==> src/rtl/core/ir_pulse_distance_sender_assert.svh <==
// assertion macros for the infrared pulse-distance sender
// no dependencies; included by the top level before its module header
`ifndef IR_PULSE_DISTANCE_SENDER_ASSERT_SVH
`define IR_PULSE_DISTANCE_SENDER_ASSERT_SVH

// same-cycle implication, checked out of reset
`define IRPDS_ASSERT_NOW(label, clk, rst_n, ante, cons, msg) \
    label: assert property (@(posedge clk) disable iff (!(rst_n)) (ante) |-> (cons)) \
        else $error(msg);

// next-cycle implication, checked out of reset
`define IRPDS_ASSERT_NEXT(label, clk, rst_n, ante, cons, msg) \
    label: assert property (@(posedge clk) disable iff (!(rst_n)) (ante) |=> (cons)) \
        else $error(msg);

`endif

==> src/rtl/core/irpds_pkg.sv <==
// shared types and constants of the infrared pulse-distance sender
// no dependencies
`default_nettype none

package irpds_pkg;

    // field widths
    localparam int unsigned CODE_W  = 32;
    localparam int unsigned COUNT_W = 6;
    localparam int unsigned LEN_W   = 8;
    localparam int unsigned CAR_W   = 5;
    localparam int unsigned PHASE_W = 3;
    localparam int unsigned CFG_IDX_W = 3;

    // frame phases
    localparam logic [PHASE_W-1:0] PH_IDLE       = 3'd0;
    localparam logic [PHASE_W-1:0] PH_LEAD_MARK  = 3'd1;
    localparam logic [PHASE_W-1:0] PH_LEAD_SPACE = 3'd2;
    localparam logic [PHASE_W-1:0] PH_BIT_MARK   = 3'd3;
    localparam logic [PHASE_W-1:0] PH_BIT_SPACE  = 3'd4;

    // request commands
    localparam logic CMD_TICK  = 1'b0;
    localparam logic CMD_START = 1'b1;

    // register indexes
    localparam logic [CFG_IDX_W-1:0] REG_LEADER_MARK  = 3'd0;
    localparam logic [CFG_IDX_W-1:0] REG_LEADER_SPACE = 3'd1;
    localparam logic [CFG_IDX_W-1:0] REG_BIT_MARK     = 3'd2;
    localparam logic [CFG_IDX_W-1:0] REG_ZERO_PERIOD  = 3'd3;
    localparam logic [CFG_IDX_W-1:0] REG_ONE_PERIOD   = 3'd4;
    localparam logic [CFG_IDX_W-1:0] REG_PRESCALE     = 3'd5;
    localparam logic [CFG_IDX_W-1:0] REG_CARRIER_HIGH = 3'd6;
    localparam logic [CFG_IDX_W-1:0] REG_CARRIER_LOW  = 3'd7;

    // register reset values
    localparam logic [LEN_W-1:0] RST_LEADER_MARK  = 8'd176;
    localparam logic [LEN_W-1:0] RST_LEADER_SPACE = 8'd88;
    localparam logic [LEN_W-1:0] RST_BIT_MARK     = 8'd11;
    localparam logic [LEN_W-1:0] RST_ZERO_PERIOD  = 8'd22;
    localparam logic [LEN_W-1:0] RST_ONE_PERIOD   = 8'd44;
    localparam logic [LEN_W-1:0] RST_PRESCALE     = 8'd51;
    localparam logic [CAR_W-1:0] RST_CARRIER_HIGH = 5'd9;
    localparam logic [CAR_W-1:0] RST_CARRIER_LOW  = 5'd17;

    localparam logic [LEN_W-1:0] UNIT_MAX = 8'd255;

    typedef struct packed {
        logic ir_out;
        logic mark_active;
        logic busy_res;
        logic frame_done;
    } t_result;

endpackage

`default_nettype wire

==> src/rtl/core/irpds_req_if.sv <==
// request channel of the infrared pulse-distance sender
// depends on irpds_pkg for field widths
`default_nettype none

interface irpds_req_if;
    import irpds_pkg::*;

    logic               valid;
    logic               ready;
    logic               command;
    logic [CODE_W-1:0]  code_word;
    logic [COUNT_W-1:0] bit_count;

    modport source (output valid, command, code_word, bit_count, input ready);
    modport sink   (input valid, command, code_word, bit_count, output ready);
endinterface

`default_nettype wire

==> src/rtl/core/irpds_res_if.sv <==
// result channel of the infrared pulse-distance sender
// no dependencies
`default_nettype none

interface irpds_res_if;
    logic valid;
    logic ready;
    logic ir_out;
    logic mark_active;
    logic busy_res;
    logic frame_done;

    modport source (output valid, ir_out, mark_active, busy_res, frame_done, input ready);
    modport sink   (input valid, ir_out, mark_active, busy_res, frame_done, output ready);
endinterface

`default_nettype wire

==> src/rtl/core/ir_pulse_distance_sender.sv <==
// infrared pulse-distance sender: one registered result per request
// one request per cycle while no result waits; output register frees as taken
// the frame state update is a single combinational step per base tick
// reset (i_rst_n, synchronous, active low) restores the default timing
// registers, returns the sender to idle and empties the output register
// depends on irpds_pkg, irpds_req_if, irpds_res_if and the assertion header
`default_nettype none
`include "ir_pulse_distance_sender_assert.svh"

module ir_pulse_distance_sender #(
    parameter int MAX_BITS = 32
) (
    input  wire                            i_clk,
    input  wire                            i_rst_n,
    irpds_req_if.sink                      i_req,
    irpds_res_if.source                    o_res,
    input  wire                            i_cfg_we,
    input  wire [irpds_pkg::CFG_IDX_W-1:0] i_cfg_idx,
    input  wire [irpds_pkg::LEN_W-1:0]     i_cfg_data
);
    import irpds_pkg::*;

    // bits left has to hold the largest frame length itself
    localparam int unsigned BL_W = $clog2(MAX_BITS + 1);

    // timing registers
    logic [LEN_W-1:0] r_leader_mark_len, r_leader_space_len, r_bit_mark_len;
    logic [LEN_W-1:0] r_zero_period, r_one_period, r_unit_prescale;
    logic [CAR_W-1:0] r_carrier_high, r_carrier_low;

    // frame state
    logic [PHASE_W-1:0] r_phase, n_phase;
    logic [CODE_W-1:0]  r_shift_word, n_shift_word;
    logic [BL_W-1:0]    r_bits_left, n_bits_left;
    logic [LEN_W-1:0]   r_prescale_count, n_prescale_count;
    logic [LEN_W-1:0]   r_unit_count, n_unit_count;
    logic [CAR_W-1:0]   r_carrier_count, n_carrier_count;
    logic               r_carrier_level, n_carrier_level;

    // output register
    logic    r_res_valid;
    t_result r_res, n_res;

    logic             req_accept;
    logic             res_accept;
    logic [CAR_W-1:0] carrier_next;
    logic [LEN_W-1:0] prescale_next;
    logic [LEN_W-1:0] prescale_eff;
    logic [LEN_W-1:0] unit_next;
    logic [LEN_W-1:0] period;
    logic [BL_W-1:0]  bits_dec;
    logic             in_mark;

    // the output register may be refilled in the cycle its contents are taken
    assign i_req.ready = !r_res_valid || o_res.ready;
    assign req_accept  = i_req.valid && i_req.ready;
    assign res_accept  = r_res_valid && o_res.ready;

    assign o_res.valid       = r_res_valid;
    assign o_res.ir_out      = r_res.ir_out;
    assign o_res.mark_active = r_res.mark_active;
    assign o_res.busy_res    = r_res.busy_res;
    assign o_res.frame_done  = r_res.frame_done;

    // ---------------------------------------------------------------
    // configuration writes, taken at once
    // ---------------------------------------------------------------
    always_ff @(posedge i_clk) begin
        if (!i_rst_n) begin
            r_leader_mark_len  <= RST_LEADER_MARK;
            r_leader_space_len <= RST_LEADER_SPACE;
            r_bit_mark_len     <= RST_BIT_MARK;
            r_zero_period      <= RST_ZERO_PERIOD;
            r_one_period       <= RST_ONE_PERIOD;
            r_unit_prescale    <= RST_PRESCALE;
            r_carrier_high     <= RST_CARRIER_HIGH;
            r_carrier_low      <= RST_CARRIER_LOW;
        end else if (i_cfg_we) begin
            unique case (i_cfg_idx)
                REG_LEADER_MARK:  r_leader_mark_len  <= i_cfg_data;
                REG_LEADER_SPACE: r_leader_space_len <= i_cfg_data;
                REG_BIT_MARK:     r_bit_mark_len     <= i_cfg_data;
                REG_ZERO_PERIOD:  r_zero_period      <= i_cfg_data;
                REG_ONE_PERIOD:   r_one_period       <= i_cfg_data;
                REG_PRESCALE:     r_unit_prescale    <= i_cfg_data;
                REG_CARRIER_HIGH: r_carrier_high     <= i_cfg_data[CAR_W-1:0];
                REG_CARRIER_LOW:  r_carrier_low      <= i_cfg_data[CAR_W-1:0];
                default:          r_carrier_low      <= r_carrier_low;
            endcase
        end
    end

    // ---------------------------------------------------------------
    // per-tick timing terms
    // ---------------------------------------------------------------
    assign in_mark       = (r_phase == PH_LEAD_MARK) || (r_phase == PH_BIT_MARK);
    assign carrier_next  = r_carrier_count + 1'b1;
    // a zero prescale counts as one tick per unit
    assign prescale_eff  = (r_unit_prescale == '0) ? LEN_W'(1) : r_unit_prescale;
    assign prescale_next = r_prescale_count + 1'b1;
    assign unit_next     = (prescale_next >= prescale_eff && r_unit_count != UNIT_MAX)
                           ? r_unit_count + 1'b1 : r_unit_count;
    // bit length follows the bit currently at the bottom of the shift word
    assign period        = r_shift_word[0] ? r_one_period : r_zero_period;
    assign bits_dec      = r_bits_left - 1'b1;

    // ---------------------------------------------------------------
    // next frame state and result for the accepted request
    // ---------------------------------------------------------------
    always_comb begin
        n_phase          = r_phase;
        n_shift_word     = r_shift_word;
        n_bits_left      = r_bits_left;
        n_prescale_count = r_prescale_count;
        n_unit_count     = r_unit_count;
        n_carrier_count  = r_carrier_count;
        n_carrier_level  = r_carrier_level;
        n_res            = '0;

        if (i_req.command == CMD_START) begin
            // a start while a frame is running leaves the frame alone
            n_res.busy_res = 1'b1;
            if (r_phase == PH_IDLE) begin
                n_shift_word = i_req.code_word;
                if (int'(i_req.bit_count) > MAX_BITS) begin
                    n_bits_left = BL_W'(MAX_BITS);
                end else begin
                    n_bits_left = BL_W'(i_req.bit_count);
                end
                n_phase          = PH_LEAD_MARK;
                n_prescale_count = '0;
                n_unit_count     = '0;
                n_carrier_count  = '0;
                n_carrier_level  = 1'b1;
            end
        end else if (r_phase != PH_IDLE) begin
            n_res.busy_res    = 1'b1;
            n_res.mark_active = in_mark;
            n_res.ir_out      = in_mark && r_carrier_level;

            // carrier runs only inside a mark
            if (in_mark) begin
                if (r_carrier_level ? (carrier_next >= r_carrier_high)
                                    : (carrier_next >= r_carrier_low)) begin
                    n_carrier_level = !r_carrier_level;
                    n_carrier_count = '0;
                end else begin
                    n_carrier_count = carrier_next;
                end
            end

            // unit prescaler
            if (prescale_next >= prescale_eff) begin
                n_prescale_count = '0;
            end else begin
                n_prescale_count = prescale_next;
            end
            n_unit_count = unit_next;

            unique case (r_phase)
                PH_LEAD_MARK: begin
                    if (unit_next >= r_leader_mark_len) begin
                        n_phase          = PH_LEAD_SPACE;
                        n_unit_count     = '0;
                        n_prescale_count = '0;
                    end
                end
                PH_LEAD_SPACE: begin
                    if (unit_next >= r_leader_space_len) begin
                        if (r_bits_left == '0) begin
                            n_phase          = PH_IDLE;
                            n_res.frame_done = 1'b1;
                        end else begin
                            n_phase          = PH_BIT_MARK;
                            n_prescale_count = '0;
                            n_unit_count     = '0;
                            n_carrier_count  = '0;
                            n_carrier_level  = 1'b1;
                        end
                    end
                end
                PH_BIT_MARK, PH_BIT_SPACE: begin
                    // bit mark ends, then the same tick may also end the bit
                    if (r_phase == PH_BIT_SPACE || unit_next >= r_bit_mark_len) begin
                        n_phase = PH_BIT_SPACE;
                        if (unit_next >= period) begin
                            n_shift_word = r_shift_word >> 1;
                            n_bits_left  = bits_dec;
                            if (bits_dec == '0) begin
                                n_phase          = PH_IDLE;
                                n_res.frame_done = 1'b1;
                            end else begin
                                n_phase          = PH_BIT_MARK;
                                n_prescale_count = '0;
                                n_unit_count     = '0;
                                n_carrier_count  = '0;
                                n_carrier_level  = 1'b1;
                            end
                        end
                    end
                end
                default: begin
                    n_phase = PH_IDLE;
                end
            endcase
        end
    end

    // ---------------------------------------------------------------
    // state and output registers
    // ---------------------------------------------------------------
    always_ff @(posedge i_clk) begin
        if (!i_rst_n) begin
            r_phase          <= PH_IDLE;
            r_shift_word     <= '0;
            r_bits_left      <= '0;
            r_prescale_count <= '0;
            r_unit_count     <= '0;
            r_carrier_count  <= '0;
            r_carrier_level  <= 1'b1;
            r_res_valid      <= 1'b0;
        end else begin
            if (req_accept) begin
                r_phase          <= n_phase;
                r_shift_word     <= n_shift_word;
                r_bits_left      <= n_bits_left;
                r_prescale_count <= n_prescale_count;
                r_unit_count     <= n_unit_count;
                r_carrier_count  <= n_carrier_count;
                r_carrier_level  <= n_carrier_level;
                r_res_valid      <= 1'b1;
            end else if (res_accept) begin
                r_res_valid <= 1'b0;
            end
        end
    end

    always_ff @(posedge i_clk) begin
        if (req_accept) begin
            r_res <= n_res;
        end
    end

    // ---------------------------------------------------------------
    // checks
    // ---------------------------------------------------------------
    `IRPDS_ASSERT_NOW(a_ir_inside_mark, i_clk, i_rst_n,
        r_res_valid && r_res.ir_out, r_res.mark_active, "carrier outside a mark")
    `IRPDS_ASSERT_NOW(a_done_while_busy, i_clk, i_rst_n,
        r_res_valid && r_res.frame_done, r_res.busy_res, "frame end without busy")
    `IRPDS_ASSERT_NEXT(a_done_to_idle, i_clk, i_rst_n,
        req_accept && n_res.frame_done, r_phase == PH_IDLE, "frame end left sender active")
    `IRPDS_ASSERT_NEXT(a_idle_tick_quiet, i_clk, i_rst_n,
        req_accept && r_phase == PH_IDLE && i_req.command == CMD_TICK,
        !r_res.busy_res && !r_res.mark_active, "idle tick reported activity")
    `IRPDS_ASSERT_NOW(a_bits_bounded, i_clk, i_rst_n,
        r_phase != PH_IDLE, int'(r_bits_left) <= MAX_BITS, "bit count above maximum")

endmodule

`default_nettype wire
==> src/flat_wrapper.sv <==
// flat-port wrapper written by rule: the top's interface ports become plain ports
module ir_pulse_distance_sender_flat import irpds_pkg::*;
#(
    parameter int MAX_BITS = 32
)
  (i_clk, i_rst_n, i_cfg_we, i_cfg_idx, i_cfg_data, i_req_valid, i_req_command, i_req_code_word, i_req_bit_count, i_req_ready, o_res_valid, o_res_ir_out, o_res_mark_active, o_res_busy_res, o_res_frame_done, o_res_ready);
  irpds_req_if i_req_i ();
  irpds_res_if o_res_i ();
  input  wire i_clk;
  input  wire i_rst_n;
  input  wire i_cfg_we;
  input  wire [irpds_pkg::CFG_IDX_W-1:0] i_cfg_idx;
  input  wire [irpds_pkg::LEN_W-1:0] i_cfg_data;
  input wire logic [$bits(i_req_i.valid)-1:0] i_req_valid;
  input wire logic [$bits(i_req_i.command)-1:0] i_req_command;
  input wire logic [$bits(i_req_i.code_word)-1:0] i_req_code_word;
  input wire logic [$bits(i_req_i.bit_count)-1:0] i_req_bit_count;
  output wire logic [$bits(i_req_i.ready)-1:0] i_req_ready;
  output wire logic [$bits(o_res_i.valid)-1:0] o_res_valid;
  output wire logic [$bits(o_res_i.ir_out)-1:0] o_res_ir_out;
  output wire logic [$bits(o_res_i.mark_active)-1:0] o_res_mark_active;
  output wire logic [$bits(o_res_i.busy_res)-1:0] o_res_busy_res;
  output wire logic [$bits(o_res_i.frame_done)-1:0] o_res_frame_done;
  input wire logic [$bits(o_res_i.ready)-1:0] o_res_ready;
  assign i_req_i.valid = i_req_valid;
  assign i_req_i.command = i_req_command;
  assign i_req_i.code_word = i_req_code_word;
  assign i_req_i.bit_count = i_req_bit_count;
  assign i_req_ready = i_req_i.ready;
  assign o_res_valid = o_res_i.valid;
  assign o_res_ir_out = o_res_i.ir_out;
  assign o_res_mark_active = o_res_i.mark_active;
  assign o_res_busy_res = o_res_i.busy_res;
  assign o_res_frame_done = o_res_i.frame_done;
  assign o_res_i.ready = o_res_ready;
  ir_pulse_distance_sender #(.MAX_BITS(MAX_BITS)) u_core (.i_clk(i_clk), .i_rst_n(i_rst_n), .i_req(i_req_i), .o_res(o_res_i), .i_cfg_we(i_cfg_we), .i_cfg_idx(i_cfg_idx), .i_cfg_data(i_cfg_data));
endmodule
==> config.mk <==
export PLATFORM = sky130hd
export DESIGN_NAME = ir_pulse_distance_sender_flat
export DESIGN_NICKNAME = d
export VERILOG_FILES = /design/src/rtl/core/irpds_pkg.sv /design/src/rtl/core/irpds_req_if.sv /design/src/rtl/core/irpds_res_if.sv /design/src/rtl/core/ir_pulse_distance_sender.sv /design/src/flat_wrapper.sv
export VERILOG_INCLUDE_DIRS = /design/src /design/src/rtl/core
export SDC_FILE = /design/constraint.sdc
export NUM_CORES = 1
export LEC_CHECK = 0
export BUFFER_PORTS_ARGS = -buffer_cell sky130_fd_sc_hd__buf_2
export CAP_MARGIN = 20
export CORE_ASPECT_RATIO = 1.75
export CORE_MARGIN = 2
export CORE_UTILIZATION = 45
export CTS_BUF_LIST = sky130_fd_sc_hd__clkbuf_8
export CTS_CLUSTER_DIAMETER = 30
export DETAILED_ROUTE_END_ITERATION = 8
export GPL_TIMING_DRIVEN = 0
export PLACE_DENSITY = 0.72
export SYNTH_ARGS = -nofsm -noshare
export SYNTH_HDL_FRONTEND = slang
export SYNTH_SLANG_ARGS = --single-unit
==> constraint.sdc <==
create_clock -name i_clk -period 5.72 [get_ports i_clk]
set_input_delay 0.286 -clock i_clk [delete_from_list [all_inputs] [get_ports i_clk]]
set_output_delay 0.286 -clock i_clk [all_outputs]
set_load 0.1 [all_outputs]
Word-level counts from Yosys, hierarchy flattened

Index checks and enable logic that the tools add are counted.

Bits in registers: 126
Output and inout bits: 6

Bitwise gates (word level): 1
Equal/unequal tests: 16
Magnitude comparators: 8
$add $sub $neg: 4
Multiplexer cells: 78
Reduce and logical (&&, ||, !) cells: 33

Operators by type and width:

| cell                                                            | number |
|---|---|
| 32-bit two-way mux                                              | 6 |
| 8-bit two-way mux                                               | 21 |
| 5-bit two-way mux                                               | 10 |
| 8-bit one-hot mux with 3 select lines                           | 2 |
| 6-bit two-way mux                                               | 7 |
| 8-bit >= comparator                                             | 5 |
| 3-bit two-way mux                                               | 7 |
| 1-bit two-way mux                                               | 18 |
| 8-bit by 1-bit adder with 8-bit output, second input constant   | 2 |
| 2-bit AND reduction                                             | 8 |
| 3-bit == test, second input constant                            | 5 |
| 3-bit by 2-bit == test with 1-bit output, second input constant | 4 |
| 6-bit logical NOT                                               | 2 |
| 6-bit AND reduction                                             | 2 |
| 5-bit >= comparator                                             | 2 |
| 5-bit one-hot mux with 2 select lines                           | 1 |
| 2-bit nonzero test                                              | 5 |
| 3-bit one-hot mux with 3 select lines                           | 1 |
| 8-bit logical NOT                                               | 1 |
| 8-bit inequality test, second input constant                    | 1 |
| 3-bit by 1-bit == test with 1-bit output, second input constant | 2 |
| 6-bit greater-than comparator, second input constant            | 1 |
| 3-bit logical NOT                                               | 2 |
| 2-bit two-way mux                                               | 3 |
| other kinds (13)                                                | 22 |

Logic depth before layout (Yosys ltp)

Depth in word-level cells: 11
Mapped depth: 24

Least setup slack after synthesis

No wires, ideal clock.

Path kind: register to register
Start point: register u_core.r_prescale_count[0]
End point: register u_core.r_bits_left[3]
Stages on the path, launching flop included: 23
Slack: 0.843 ns
Data arrival time: 4.761 ns
Library setup time: 0.116 ns
Required time: 5.604 ns
Cell sequence: dfxtp_1 and3_1 nand3_1 nor2_1 xnor2_1 inv_1 ha_1 nand3_1 a211o_2 a21oi_4 nand4_1 nor2_1 xor2_1 ha_1 a21o_1 or3_1 a2111oi_0 a211oi_2 nand3_1 a21oi_1 buf_2 buf_2 o211a_1

Longest elaborated chain between the ends: 8
Elaborated cells on any way between the ends: 10
Those cells by class: add/sub (1); order compare (3); mux (1); reduce/logical (5)

Ends and longest elaborated chain:

| element                                  | line                            | source |
|---|---|---|
| start: declaration                       | ir_pulse_distance_sender.sv:35  | `logic [LEN_W-1:0] r_prescale_count, n_prescale_count;` |
| start signal: assignment                 | ir_pulse_distance_sender.sv:227 | `r_prescale_count <= n_prescale_count;` |
| 8-bit by 1-bit adder with 8-bit output * | ir_pulse_distance_sender.sv:100 | `assign prescale_next = r_prescale_count + 1'b1;` |
| 8-bit >= comparator *                    | ir_pulse_distance_sender.sv:101 | `assign unit_next = (prescale_next >= prescale_eff && r_unit_count != UNIT_MAX)` |
| 1-bit logical AND *                      | ir_pulse_distance_sender.sv:101 |  |
| 8-bit two-way mux *                      | ir_pulse_distance_sender.sv:102 | `? r_unit_count + 1'b1 : r_unit_count;` |
| 8-bit >= comparator                      | ir_pulse_distance_sender.sv:184 | `if (r_phase == PH_BIT_SPACE \|\| unit_next >= r_bit_mark_len) begin` |
| 1-bit logical OR                         | ir_pulse_distance_sender.sv:184 |  |
| 2-bit nonzero test (no source line)      | -                               |  |
| 6-bit AND reduction (no source line) *   | -                               |  |
| end signal: assignment                   | ir_pulse_distance_sender.sv:226 | `r_bits_left <= n_bits_left;` |
| end: declaration                         | ir_pulse_distance_sender.sv:34  | `logic [BL_W-1:0] r_bits_left, n_bits_left;` |

Every way passes the cells marked *; elsewhere a longest branch is shown, timed or not.
A chain may end at the register's enable or synchronous reset.

Worst setup path in the final report

Start point: register u_core.r_prescale_count[1]
End point: register u_core.r_unit_count[2]

Longest elaborated chain between the ends: 10
Elaborated cells on any way between the ends: 18
Those cells by class: add/sub (1); order compare (5); mux (10); reduce/logical (2)

Ends and longest elaborated chain:

| element                                               | line                                                             | source |
|---|---|---|
| 8-bit by 1-bit adder with 8-bit output *              | ir_pulse_distance_sender.sv:100                                  |  |
| 8-bit >= comparator *                                 | ir_pulse_distance_sender.sv:101                                  |  |
| 1-bit logical AND *                                   | ir_pulse_distance_sender.sv:101                                  |  |
| 8-bit two-way mux *                                   | ir_pulse_distance_sender.sv:102                                  |  |
| 8-bit >= comparator, or another cell as far along     | ir_pulse_distance_sender.sv:186                                  | `if (unit_next >= period) begin` |
| 8-bit two-way mux or 1-bit logical OR (tied branches) | ir_pulse_distance_sender.sv:186, ir_pulse_distance_sender.sv:184 |  |
| 8-bit two-way mux                                     | ir_pulse_distance_sender.sv:184                                  |  |
| 8-bit one-hot mux with 3 select lines *               | ir_pulse_distance_sender.sv:160                                  | `unique case (r_phase)` |
| 8-bit two-way mux *                                   | ir_pulse_distance_sender.sv:136                                  | `end else if (r_phase != PH_IDLE) begin` |
| 8-bit two-way mux *                                   | ir_pulse_distance_sender.sv:120                                  | `if (i_req.command == CMD_START) begin` |
| end signal: assignment                                | ir_pulse_distance_sender.sv:228                                  | `r_unit_count <= n_unit_count;` |
| end: declaration                                      | ir_pulse_distance_sender.sv:36                                   | `logic [LEN_W-1:0] r_unit_count, n_unit_count;` |

Every way passes the cells marked *; elsewhere a longest branch is shown, timed or not. The select of a mux whose other input is x is not followed.

==> out/metrics.cfg <==
[timing]
worst_pin_slew_ns = 1.04
slew_headroom_pct = 30.2
setup_viol = 0
setup_ws_ns = 0.347
fmax_ghz = 0.186
period_share_pct = 93.9
tns_ns = 0
hold_violations = 0
final-max-slew-violation-count = 0
period_minus_slack_ns = 5.37
rsz0062_at_grt = false
skew_ns = 0.0125

[power_and_ir_drop]
comb_power_share_pct = 13.0
p_int_w = 0.00142
p_clk_share_pct = 40.3
switching_share_pct = 29.1
p_total_w = 0.00200
vdd_ir_drop_max_v = 0.000217
power_density_nw_per_um2 = 243
switching_power_w = 0.000583
pwr-share-seq_pct = 46.7
leakagePower_nw = 3.87

[cells_and_area]
layout_common_cells = nand2_1 (168), dfxtp_1 (120), buf_2 (55)
final_common_cell = nand2_1
finalNonFillerCells = 1117
fin_nets = 1025
drive_above_1_share_pct = 14.3
fillers = 1455
num_antenna_cells = 0
syn_to_final_growth_pct = 14.6

[job]
drv_cap = 0

[floorplanning]
rows = 61
fp.dieW_um = 99.6
die-area_um2 = 17100
io_pins = 61
die_height_um = 171
initial_core_util_pct = 45.6
core_um2 = 15800

[synth]
ys_types = 70
synth_flop_cell = dfxtp_1
synth_edf_count = 4
yosys_warnings = 0
async_flop_share_pct = 0
synth_seq_area_share_pct = 35.6
synth_cells = 843
syn_nets = 953
syn_area_per_cell_um2 = 8.54
synth_seq_cells = 126
synth.cell_area_um2 = 7200

[global_route]
grt_overflow = 0
grt_pass1_wl_mm = 31.2
antenna_found_initial = 0
grt_use_total_pct = 23.5
grt_pass1_vias = 6382
grt_max_degree = 17

[clocking]
hold_buffers = 0
clock-root-buffer = clkbuf_8
clk_path_buf_depth = 2
clock_latency_ns = 0.45
clock_sinks = 126
path_clk_slew_ns = 0.08
htree_levels = 4
cts_buffers = 17
cts_tree = yes

[min_path]
min_path_type = in -> reg

[route]
remaining_drc_errors = 0
num_vias = 6424
dr.pass1.iters = 5
initialDrtViolationCount = 414
ant_nets = 0
wl_per_cell_um = 17.5
via_per_inst = 5.75
finalWirelength_mm = 19.6

[worst_setup_path]
startpoint_type = register
worstSetupPathType = reg -> reg
crit_required_ns = 6.08
cp_max_fo = 10
endpoint_kind = register
cp.arrival_ns = 5.73

[run_status]
status = finished clean

[place]
numPortBuffers = 51
place_hpwl_mm = 14.8
dp.cells = 1083
routabilityCongestion = 0.880
pre_cts_ws_ns = -0.514

## metrics by stage
| stage | hold WS [ns] | area [um^2] | utilization, % |
|---|---|---|---|
| finish | 0.0910 | 8250 | 52.2 |
| global route | 0.116 | 8250 | 52.2 |
| CTS | 0.0825 | 8130 | 51.5 |
| detailed placement | 0.459 | 7690 | 48.7 |
| global placement | 0.450 | 7690 | 48.7 |
| floorplan | 0.410 | 7200 | - |
## cell type report
class | count | area (um^2) | share of cell area, %
multi-input combinational | 617 | 4370 | 52.9
timing repair buffer | 53 | 270 | 3.28
sequential | 126 | 2560 | 31.1
clock inverter | 14 | 155 | 1.88
buffer | 45 | 201 | 2.44
tap | 189 | 236 | 2.87
inverter | 55 | 206 | 2.50
clock buffer | 18 | 248 | 3.00
## synth_stat cells, types with 5 or more instances
library cell	number	area share, %
nand2_1	168	8.8
dfxtp_1	122	34
ha_1	55	9.6
inv_1	54	2.8
mux2i_1	49	6.8
clkbuf_1	36	1.9
o211a_1	32	4.4
nand3_1	31	2.2
a21boi_0	30	3.1
nor2_1	24	1.3
a21oi_1	23	1.6
o21ai_0	21	1.5
nor2b_1	14	1.2
o211ai_1	14	1.5
nand2b_1	11	0.96
nand4_1	11	0.96
xnor2_1	10	1.2
a21o_1	9	0.94
and3_1	9	0.78
nor3_1	8	0.56
a211oi_1	6	0.63
o21a_1	6	0.63
a32o_1	5	0.70
and2_1	5	0.43
nor4_1	5	0.43
or2_2	5	0.43
or3_1	5	0.43
xor2_1	5	0.61
## critical path: stages, from the launching register on
cell       delay, ns
dfxtp_1         0.37
and3_1          0.16
nand3_1         0.13
nor2_1          0.16
xnor2_1         0.14
inv_1           0.11
ha_4            0.30
nand3_1         0.09
a211o_4         0.36
a21oi_4         0.22
nand4_1         0.25
nor2_4          0.23
xor2_4          0.34
ha_1            0.31
a21o_1          0.20
or3_1           0.42
a2111oi_4       0.35
a211oi_2        0.14
a21oi_2         0.17
o311a_1         0.21
buf_6           0.14
nand2_1         0.14
o311ai_1        0.32
## timing repair
action	in CTS	in global routing
pin swaps	0	6
setup buffers	0	2
gates resized for setup	7	18
endpoints found under the setup margin	62	64
## cells by family (layout without fill, tap and decap cells)
logic type               after synthesis  after routing  share of synthesized area (%)
AO/OA/AOI/OAI                        184            184                           19.9
adder cells (fa/ha/maj)               55             55                           9.56
XOR/XNOR                              15             15                           1.83
AND/OR/NAND/NOR                      312            312                           20.3
flip-flops                           126            126                           35.6
multiplexers                          51             51                           7.13
buffers and inverters                100            185                           5.65
## worst paths after layout
check / startpoint / to / slack [ns] / cells after the start
setup / recovery: u_core.r_prescale_count[1]$_SDFFE_PN0P_ / u_core.r_unit_count[2]$_SDFFE_PN0P_ / 0.35 / 22
hold / removal: i_req_valid / u_core.o_res.valid$_SDFFE_PN0P_ / 0.09 / 3
setup reg to reg: u_core.r_prescale_count[1]$_SDFFE_PN0P_ / u_core.r_unit_count[2]$_SDFFE_PN0P_ / 0.35 / 22
hold reg to reg: u_core.r_bit_mark_len[2]$_SDFFE_PN0P_ / u_core.r_bit_mark_len[2]$_SDFFE_PN0P_ / 0.47 / 2
## layer usage
metal / track usage [%] / vias to the layer above / wire [um]
met5: 0 / - / 0
met4: 16.2 / 0 / 1250
met3: 3.98 / 78 / 815
met2: 44.6 / 213 / 10600
met1: 22.5 / 3017 / 6850
li1: - / 3116 / -
## flip-flops by register name (all words and copies together), names as in the netlist, 3 cells and up
name and cells:
u_core.r_carrier_low 5, u_core.r_unit_prescale 8, u_core.r_zero_period 8, u_core.r_leader_mark_len 8, u_core.r_prescale_count 8, u_core.r_phase 3
u_core.r_unit_count 8, u_core.r_bit_mark_len 8, u_core.r_one_period 8, u_core.r_bits_left 6, u_core.r_shift_word 32, u_core.r_leader_space_len 8
u_core.r_carrier_high 5, u_core.r_carrier_count 5
## power groups by stage
stage / clock [W] / combinational [W] / sequential, W
floorplan: 0 / 0.000168 / 0.000964
finish: 0.000808 / 0.000260 / 0.000935
global placement: 0 / 0.000251 / 0.000954
global route: 0.000849 / 0.000285 / 0.000939
CTS: 0.000815 / 0.000257 / 0.000935
detailed placement: 0 / 0.000255 / 0.000956
Note: power is estimated with default switching activity, not from simulation.
